==> src/tcp_pkg.sv <==
package tcp_pkg;

  // table geometry and config store size
  localparam int TABLE_SIDE   = 16;
  localparam int CONFIG_BYTES = 128;
  localparam int CELL_COUNT   = TABLE_SIDE * TABLE_SIDE;
  localparam int BIN_COUNT    = 2 * TABLE_SIDE;

  // field widths
  localparam int BYTE_W  = 8;
  localparam int ADDR_W  = 9;
  localparam int OUT_W   = 32;
  localparam int PADDR_W = 4;
  localparam int PDATA_W = 32;

  // page number held before any page command
  localparam logic [BYTE_W-1:0] NO_PAGE = 8'hFF;

  // command letters
  localparam logic [BYTE_W-1:0] CMD_PAGE      = 8'h50; // 'P'
  localparam logic [BYTE_W-1:0] CMD_WRITE     = 8'h57; // 'W'
  localparam logic [BYTE_W-1:0] CMD_REALTIME  = 8'h41; // 'A'
  localparam logic [BYTE_W-1:0] CMD_BURN      = 8'h42; // 'B'
  localparam logic [BYTE_W-1:0] CMD_SEND_PAGE = 8'h56; // 'V'
  localparam logic [BYTE_W-1:0] CMD_SIGNATURE = 8'h53; // 'S'
  localparam logic [BYTE_W-1:0] CMD_VERSION   = 8'h51; // 'Q'
  localparam logic [BYTE_W-1:0] CMD_C         = 8'h43; // 'C'
  localparam logic [BYTE_W-1:0] CMD_F         = 8'h46; // 'F'
  localparam logic [BYTE_W-1:0] CMD_CALIBRATE = 8'h74; // 't'
  localparam logic [BYTE_W-1:0] CMD_DEBUG     = 8'h44; // 'D'

  // configuration register indexes
  typedef enum logic [1:0] {
    REG_FUEL_PAGE,
    REG_CFG_PAGE,
    REG_IGNITION_PAGE,
    REG_MIXTURE_PAGE
  } reg_index_t;

  // page register reset values
  localparam logic [BYTE_W-1:0] FUEL_PAGE_RESET     = 8'd1;
  localparam logic [BYTE_W-1:0] CFG_PAGE_RESET      = 8'd2;
  localparam logic [BYTE_W-1:0] IGNITION_PAGE_RESET = 8'd3;
  localparam logic [BYTE_W-1:0] MIXTURE_PAGE_RESET  = 8'd5;

  typedef enum logic [3:0] {
    EV_REALTIME,
    EV_BURN,
    EV_SEND_PAGE,
    EV_SIGNATURE,
    EV_VERSION,
    EV_C,
    EV_F,
    EV_CALIBRATE,
    EV_DEBUG,
    EV_WRITE_DONE
  } event_t;

  typedef enum logic [2:0] {
    SEL_FUEL,
    SEL_IGNITION,
    SEL_MIXTURE,
    SEL_CONFIG,
    SEL_NONE
  } store_sel_t;

  typedef struct packed {
    logic [BYTE_W-1:0] fuel;
    logic [BYTE_W-1:0] cfg_page;
    logic [BYTE_W-1:0] ignition;
    logic [BYTE_W-1:0] mixture;
  } page_map_t;

  typedef struct packed {
    logic [BYTE_W-1:0] current_page;
    logic              page_pending;
    logic              write_active;
    logic [1:0]        offset_stage;
    logic [BYTE_W-1:0] offset_low;
    logic [BYTE_W-1:0] offset_high;
  } parser_state_t;

  typedef struct packed {
    event_t            event_code;
    logic [BYTE_W-1:0] page_now;
    store_sel_t        store_select;
    logic [ADDR_W-1:0] store_address;
    logic [BYTE_W-1:0] store_data;
  } result_t;

endpackage

==> src/tcp_cfg_regs.sv <==
module tcp_cfg_regs
  import tcp_pkg::*;
(
  input  logic               clk,
  input  logic               rst,
  input  logic               psel,
  input  logic               penable,
  input  logic               pwrite,
  input  logic [PADDR_W-1:0] paddr,
  input  logic [PDATA_W-1:0] pwdata,
  output logic [PDATA_W-1:0] prdata,
  output logic               pready,
  output page_map_t          pages
);

  reg_index_t reg_index;
  logic       wr_en;
  logic [BYTE_W-1:0] rd_byte;

  assign pready    = 1'b1;
  assign reg_index = reg_index_t'(paddr[PADDR_W-1:2]);
  assign wr_en     = psel && penable && pwrite && pready;

  // page number registers
  always_ff @(posedge clk) begin
    if (rst) begin
      pages.fuel     <= FUEL_PAGE_RESET;
      pages.cfg_page <= CFG_PAGE_RESET;
      pages.ignition <= IGNITION_PAGE_RESET;
      pages.mixture  <= MIXTURE_PAGE_RESET;
    end else if (wr_en) begin
      case (reg_index)
        REG_FUEL_PAGE:     pages.fuel     <= pwdata[BYTE_W-1:0];
        REG_CFG_PAGE:      pages.cfg_page <= pwdata[BYTE_W-1:0];
        REG_IGNITION_PAGE: pages.ignition <= pwdata[BYTE_W-1:0];
        REG_MIXTURE_PAGE:  pages.mixture  <= pwdata[BYTE_W-1:0];
        default: ;
      endcase
    end
  end

  // read mux
  always_comb begin
    case (reg_index)
      REG_FUEL_PAGE:     rd_byte = pages.fuel;
      REG_CFG_PAGE:      rd_byte = pages.cfg_page;
      REG_IGNITION_PAGE: rd_byte = pages.ignition;
      REG_MIXTURE_PAGE:  rd_byte = pages.mixture;
      default:           rd_byte = '0;
    endcase
  end

  assign prdata = {{(PDATA_W-BYTE_W){1'b0}}, rd_byte};

endmodule

==> src/tcp_decode.sv <==
module tcp_decode
  import tcp_pkg::*;
(
  input  parser_state_t     st,
  input  page_map_t         pages,
  input  logic [BYTE_W-1:0] rx_byte,
  output parser_state_t     st_next,
  output logic              emit,
  output result_t           res
);

  typedef enum logic [2:0] {
    CLS_FUEL,
    CLS_CONFIG,
    CLS_IGN,
    CLS_MIX,
    CLS_OTHER
  } page_class_t;

  localparam logic [ADDR_W-1:0] CFG_LIMIT = ADDR_W'(CONFIG_BYTES);
  localparam logic [ADDR_W-1:0] BIN_BASE  = ADDR_W'(CELL_COUNT);
  localparam logic [BYTE_W-1:0] BIN_LIMIT = BYTE_W'(BIN_COUNT);

  page_class_t cls;
  logic        is_table;
  store_sel_t  table_sel;

  // page class, first match wins when page numbers coincide
  always_comb begin
    if (st.current_page == pages.fuel) begin
      cls = CLS_FUEL;
    end else if (st.current_page == pages.cfg_page) begin
      cls = CLS_CONFIG;
    end else if (st.current_page == pages.ignition) begin
      cls = CLS_IGN;
    end else if (st.current_page == pages.mixture) begin
      cls = CLS_MIX;
    end else begin
      cls = CLS_OTHER;
    end
  end

  always_comb begin
    case (cls)
      CLS_FUEL: table_sel = SEL_FUEL;
      CLS_IGN:  table_sel = SEL_IGNITION;
      CLS_MIX:  table_sel = SEL_MIXTURE;
      default:  table_sel = SEL_NONE;
    endcase
  end

  assign is_table = (table_sel != SEL_NONE);

  // next parser state and result of this byte
  always_comb begin
    st_next           = st;
    emit              = 1'b0;
    res.event_code    = EV_WRITE_DONE;
    res.page_now      = st.current_page;
    res.store_select  = SEL_NONE;
    res.store_address = '0;
    res.store_data    = '0;

    if (st.page_pending) begin
      st_next.current_page = rx_byte;
      st_next.page_pending = 1'b0;
    end else if (st.write_active) begin
      if (st.offset_stage == 2'd0) begin
        st_next.offset_low   = rx_byte;
        st_next.offset_stage = 2'd1;
      end else if (is_table && st.offset_stage == 2'd1) begin
        st_next.offset_high  = rx_byte;
        st_next.offset_stage = 2'd2;
      end else begin
        // data byte ends the write
        emit = 1'b1;
        if (cls == CLS_CONFIG) begin
          if ({1'b0, st.offset_low} < CFG_LIMIT) begin
            res.store_select  = SEL_CONFIG;
            res.store_address = {1'b0, st.offset_low};
            res.store_data    = rx_byte;
          end
        end else if (is_table) begin
          if (st.offset_high == '0) begin
            // cell: row nibble above column nibble
            res.store_select  = table_sel;
            res.store_address = {1'b0, st.offset_low[7:4], st.offset_low[3:0]};
            res.store_data    = rx_byte;
          end else if (st.offset_low < BIN_LIMIT) begin
            res.store_select  = table_sel;
            res.store_address = BIN_BASE + {1'b0, st.offset_low};
            res.store_data    = rx_byte;
          end
        end
        st_next.offset_low   = '0;
        st_next.offset_high  = '0;
        st_next.offset_stage = 2'd0;
        st_next.write_active = 1'b0;
      end
    end else begin
      emit = 1'b1;
      case (rx_byte)
        CMD_REALTIME:  res.event_code = EV_REALTIME;
        CMD_BURN:      res.event_code = EV_BURN;
        CMD_SEND_PAGE: res.event_code = EV_SEND_PAGE;
        CMD_SIGNATURE: res.event_code = EV_SIGNATURE;
        CMD_VERSION:   res.event_code = EV_VERSION;
        CMD_C:         res.event_code = EV_C;
        CMD_F:         res.event_code = EV_F;
        CMD_CALIBRATE: res.event_code = EV_CALIBRATE;
        CMD_DEBUG:     res.event_code = EV_DEBUG;
        CMD_PAGE: begin
          emit                 = 1'b0;
          st_next.page_pending = 1'b1;
        end
        CMD_WRITE: begin
          emit                 = 1'b0;
          st_next.write_active = 1'b1;
        end
        default: emit = 1'b0;
      endcase
    end
  end

endmodule

==> src/tuning_command_parser.sv <==
// Serial command parser for an engine-tuning link. Each received byte on the
// s_ side is parsed by combinational decode logic: 'P' takes the next byte as the current page,
// 'W' takes one or two offset bytes and a data byte and ends in a write-done
// transaction carrying the target store, address and data, which the
// surrounding design applies to its own fuel, ignition, mixture and config
// stores; other command letters give request transactions. Sustained rate is
// one byte per clock: the parser state registers feed one stage of decode
// logic into the output register, and s_tready drops only while that output
// register holds a result that m_tready has not yet taken. A result appears on
// m_ in the cycle after the byte that causes it is accepted. The page numbers that select
// each store are set through the APB port.
module tuning_command_parser
  import tcp_pkg::*;
(
  input  logic               clk,
  input  logic               rst,
  // input byte stream
  input  logic               s_tvalid,
  output logic               s_tready,
  input  logic [7:0]         s_tdata,   // [7:0] rx_byte
  // result stream
  output logic               m_tvalid,
  input  logic               m_tready,
  output logic [OUT_W-1:0]   m_tdata,   // [3:0] event_code, [11:4] page_now,
                                        // [14:12] store_select,
                                        // [23:15] store_address, [31:24] store_data
  // configuration
  input  logic               psel,
  input  logic               penable,
  input  logic               pwrite,
  input  logic [PADDR_W-1:0] paddr,
  input  logic [PDATA_W-1:0] pwdata,
  output logic [PDATA_W-1:0] prdata,
  output logic               pready
);

  page_map_t     pages;
  parser_state_t st;
  parser_state_t st_next;
  logic          emit;
  result_t       res;
  result_t       out_res;
  logic          s_accept;

  tcp_cfg_regs u_cfg_regs (
    .clk     (clk),
    .rst     (rst),
    .psel    (psel),
    .penable (penable),
    .pwrite  (pwrite),
    .paddr   (paddr),
    .pwdata  (pwdata),
    .prdata  (prdata),
    .pready  (pready),
    .pages   (pages)
  );

  tcp_decode u_decode (
    .st      (st),
    .pages   (pages),
    .rx_byte (s_tdata),
    .st_next (st_next),
    .emit    (emit),
    .res     (res)
  );

  assign s_tready = !m_tvalid || m_tready;
  assign s_accept = s_tvalid && s_tready;

  // parser state
  always_ff @(posedge clk) begin
    if (rst) begin
      st.current_page <= NO_PAGE;
      st.page_pending <= 1'b0;
      st.write_active <= 1'b0;
      st.offset_stage <= 2'd0;
      st.offset_low   <= '0;
      st.offset_high  <= '0;
    end else if (s_accept) begin
      st <= st_next;
    end
  end

  // output register
  always_ff @(posedge clk) begin
    if (rst) begin
      m_tvalid <= 1'b0;
    end else if (s_accept) begin
      m_tvalid <= emit;
    end else if (m_tready) begin
      m_tvalid <= 1'b0;
    end
  end

  always_ff @(posedge clk) begin
    if (s_accept && emit) begin
      out_res <= res;
    end
  end

  assign m_tdata = {out_res.store_data, out_res.store_address, out_res.store_select,
                    out_res.page_now, out_res.event_code};

  // checks on the parser
  a_none_is_empty: assert property (@(posedge clk) disable iff (rst)
    m_tvalid && out_res.store_select == SEL_NONE
      |-> out_res.store_address == '0 && out_res.store_data == '0)
    else $error("store address or data set with no store selected");

  a_store_only_on_write: assert property (@(posedge clk) disable iff (rst)
    m_tvalid && out_res.event_code != EV_WRITE_DONE |-> out_res.store_select == SEL_NONE)
    else $error("store selected on a request transaction");

  a_page_taken: assert property (@(posedge clk) disable iff (rst)
    s_accept && st.page_pending
      |=> st.current_page == $past(s_tdata) && !st.page_pending && !st.write_active)
    else $error("page argument not taken as current page");

  a_stage_in_write: assert property (@(posedge clk) disable iff (rst)
    st.offset_stage != 2'd0 |-> st.write_active && st.offset_stage != 2'd3)
    else $error("offset stage outside a write");

  a_no_mode_overlap: assert property (@(posedge clk) disable iff (rst)
    !(st.page_pending && st.write_active))
    else $error("page argument and write both pending");

endmodule

==> config.mk <==
export PLATFORM = sky130hd
export DESIGN_NAME = tuning_command_parser
export DESIGN_NICKNAME = d
export VERILOG_FILES = /design/src/tcp_pkg.sv /design/src/tcp_cfg_regs.sv /design/src/tcp_decode.sv /design/src/tuning_command_parser.sv
export SDC_FILE = /design/constraint.sdc
export NUM_CORES = 1
export LEC_CHECK = 0
export BUFFER_PORTS_ARGS = -buffer_cell sky130_fd_sc_hd__buf_2
export CAP_MARGIN = 20
export CORE_ASPECT_RATIO = 1.1
export CORE_MARGIN = 5
export CORE_UTILIZATION = 40
export DETAILED_ROUTE_END_ITERATION = 16
export SYNTH_ARGS = -nofsm -noshare
export SYNTH_HDL_FRONTEND = slang
export SYNTH_HIERARCHICAL = 1
export SYNTH_SLANG_ARGS = --single-unit
==> constraint.sdc <==
create_clock -name clk -period 4.3 [get_ports clk]
set_input_delay 0.645 -clock clk [delete_from_list [all_inputs] [get_ports clk]]
set_output_delay 0.645 -clock clk [all_outputs]
set_load 0.005 [all_outputs]
==> summary.md <==
| Metric | Value |
|---|---|
| RSZ-0062 raised after global routing | no |
| R2R depth | 8 |
| Synth warnings | 6 |
| Worst slew pin tran | 0.994 ns |
| Fin crit share | 69.5% |
| DR DRC count | 0 |
| Number of gates resized after CTS | 0 |
| Hold Buf Count CTS | 0 |
| Max_cap viols | 0 |
| CTS buffer count | 9 |
| Cells after Synth | 529 |
| Ant. Diodes | 0 |
| Total GRT Usage | 16.2% |
| Total gr overflow | 0 |
| Vias in the first global route | 3,743 |
| CP dominant cell by count | nand2_1 |
| Stages on the worst setup path | 8 |
| Pwr Density | 331 nW/um2 |
| First-pass GRT wire length | 20,400 um |
| Slowest stage delay, CP | 0.46 ns |
| Die H | 131 um |
| CP endpoint kind | register |
| Reg clk slew, reported paths | ~0.070 ns |
| WP data arrival | 3.01 ns |
| Tmin final | 2.99 ns |
| CORE AREA | 13,200 um2 |
| Drt pass-1 iters | 4 |
| Synth cell types | 55 |
| Antenna viol nets, final | 0 |
| Drt via density | 5.39 |
| P_leak | 2.24 nW |
| Worst-path fanout max | 24 |
| Share of async-settable or async-resettable flops after synthesis | 0% |
| Wire per inst | approximately 17 um |
| Slowest cell on the critical path | dfxtp_1 |
| Run status | completed |
| WHS Path Cells | 2 |
| Fin util | 44.5% |
| Antenna violations before repair | 0 |
| Num rows | 44 |
| # clock sinks | 93 |
| Commonest non-fill, non-tap cells in the layout | 66 x buf_2, 61 x dfxtp_1, 52 x nand2b_1 |
| Top delay family on crit path | simple AND/OR/NAND/NOR gates |
| Htree depth | 3 |
| Sequential Area | 2180 um2 |
| Largest net degree at the start of global routing | slightly below 50 |
| Vias | roughly 4,000 |
| F_max | 0.334 GHz |
| Share of post-route cells with drive strength above 1 | 22.4% |
| Setup repair bufs after CTS | 0 |
| Final TNS setup | 0 ns |
| Seq/Total Area, Yosys | roughly two fifths |
| Gpl congestion | 0.817 |
| Cell Area, Synth | 5360 um2 |
| Starting Density | between 40% and 50% |
| Area growth syn-to-layout | 9.19% |
| Clk root buf | clkbuf_16 |
| Most common cell after layout, fill and taps aside | buf_2 |
| Worst-skew pair later-pin latency | 0.35 ns |
| Fillcell total | about 1,300 |
| Syn_area_per_cell | 10.1 um2 |
| Setup CP Type | reg -> reg |
| Routed WL | between 10,000 and 15,000 um |
| Fin nets | ~600 |
| Relative slew slack | 33.3% |
| EDFF count, synth | 32 |
| Drt first-iter violations | around 270 |
| Worst endpoint required time | 4.32 ns |
| Yosys reg bits | 93 |
| Worst-path cell chain | nand2b_1 > o21bai_1 > a21oi_1 > nand2_1 > o21ai_0 > nand2_1 > nor2b_2 > buf_4 |
| Final HPWL DP | 8620 um |
| Pins Over Slew Limit | 0 |
| Multi-input combinational cell area | around 2800 um2 |
| Peak VDD IR | 0.000153 V |
| HP Class | reg -> reg |
| Die W | 120 um |
| Clk buf depth | 2 |
| Die ar. | roughly 16,000 um2 |
| Critical path launch point type | register |
| Port Buf Inserts | 66 |
| Final Hold Fails | 0 |
| Primary FF master, synth | dfxtp_1 |
| Setup Skew | around 0.0070 ns |
| Final setup vio count | 0 |
| WP buf/inv | 1 |
| # IOs | 118 |
| CTS tree | done |
cell type report:
type	instances	area share, %
clock buffers	12	4.21
flip-flops and latches	93	37.3
well taps	161	3.44
multi-input cells	385	47.8
repair buffers	69	6.03
clock inverters	4	1.24
worst reg2reg max path, stage by stage (launching register included):
cell and delay [ns]:
dfxtp_1 0.46, nand2b_1 0.44, o21bai_1 0.43, a21oi_1 0.21
nand2_1 0.12, o21ai_0 0.09, nand2_1 0.09, nor2b_2 0.43
buf_4 0.39
worst paths after layout:
kind               start           to  slack [ns]
hold / removal     st[2]        st[2]        0.50
setup / recovery  st[19]  m_tdata[30]        1.31
hold reg to reg    st[2]        st[2]        0.50
setup reg to reg  st[19]  m_tdata[30]        1.31
kinds of logic (layout without fill, tap and decap cells):
| family | after synthesis | in the layout | synth area share (%) |
|---|---|---|---|
| AO/OA/AOI/OAI | 90 | 90 | 10.9 |
| XOR/XNOR | 32 | 32 | 5.37 |
| buffers and inverters | 74 | 85 | 8.75 |
| flip-flops | 93 | 93 | 40.7 |
| multiplexers | 43 | 43 | 10.2 |
| other | 2 | 25 | 0.140 |
| AND/OR/NAND/NOR | 195 | 195 | 24.0 |
sequential cells by signal, summed over array words and instances, names as in the netlist:
signal / cells
st: 28
u_cfg_regs/pages: 32
m_tdata: 32
m_tvalid: 1
per-layer routing:
metal / vias to the layer above / part of all wire (%) / global-route usage, %
met2: 126 / 46 / 24.8
met5: - / 0 / 0
met1: 1878 / 45 / 22.2
li1: 1883 / - / -
met3: 14 / 6.6 / 3.87
met4: 0 / 1.8 / 6.05
cells in the mapped netlist (all sizes together), types with 2 or more instances:
master   n  share of area, %
nor3     8              0.84
xnor2   16               2.6
and2     4              0.51
a21oi    8              0.75
nand4b  20               3.3
o21ai   46               4.3
nor4     7               1.4
mux2i   26               4.9
dfxtp   61                23
nand4    5              0.70
a221oi   2              0.65
a21o     9               1.3
nand2b  53               6.3
nand2   21               1.6
a22o     8               1.3
nand3   12               1.2
nor3b   16               3.3
nor2b   12               1.4
xor2    16               2.8
mux2     9               1.9
buf     57               7.5
or3      2              0.23
o21a     5              0.70
a211o    8               1.3
clkbuf  17               1.2
conb     2              0.14
edfxtp  32                18
and3    10               1.2
or2      3              0.35
nor2    20               1.4
mux4     8               3.4
stage by stage:
stage	setup slack, ns	total power [mW]	hold slack (ns)	instance area (um2)	std cells
floorplan	0.785	1.08	0.454	5450	552
global placement	1.36	1.10	0.477	5540	708
detailed placement	1.31	1.10	0.487	5540	708
CTS	1.29	1.96	0.500	5850	724
global route	1.04	2.02	0.524	5850	724
finish	1.31	1.94	0.496	5850	724
report_power, final:
group	internal, mW	leakage [nW]	total, mW	switching (mW)
logic	0.0627	1.30	0.144	0.0816
registers	0.916	0.785	0.935	0.0186
clock network	0.525	0.153	0.857	0.332
Power figures use the tool's default switching activity.
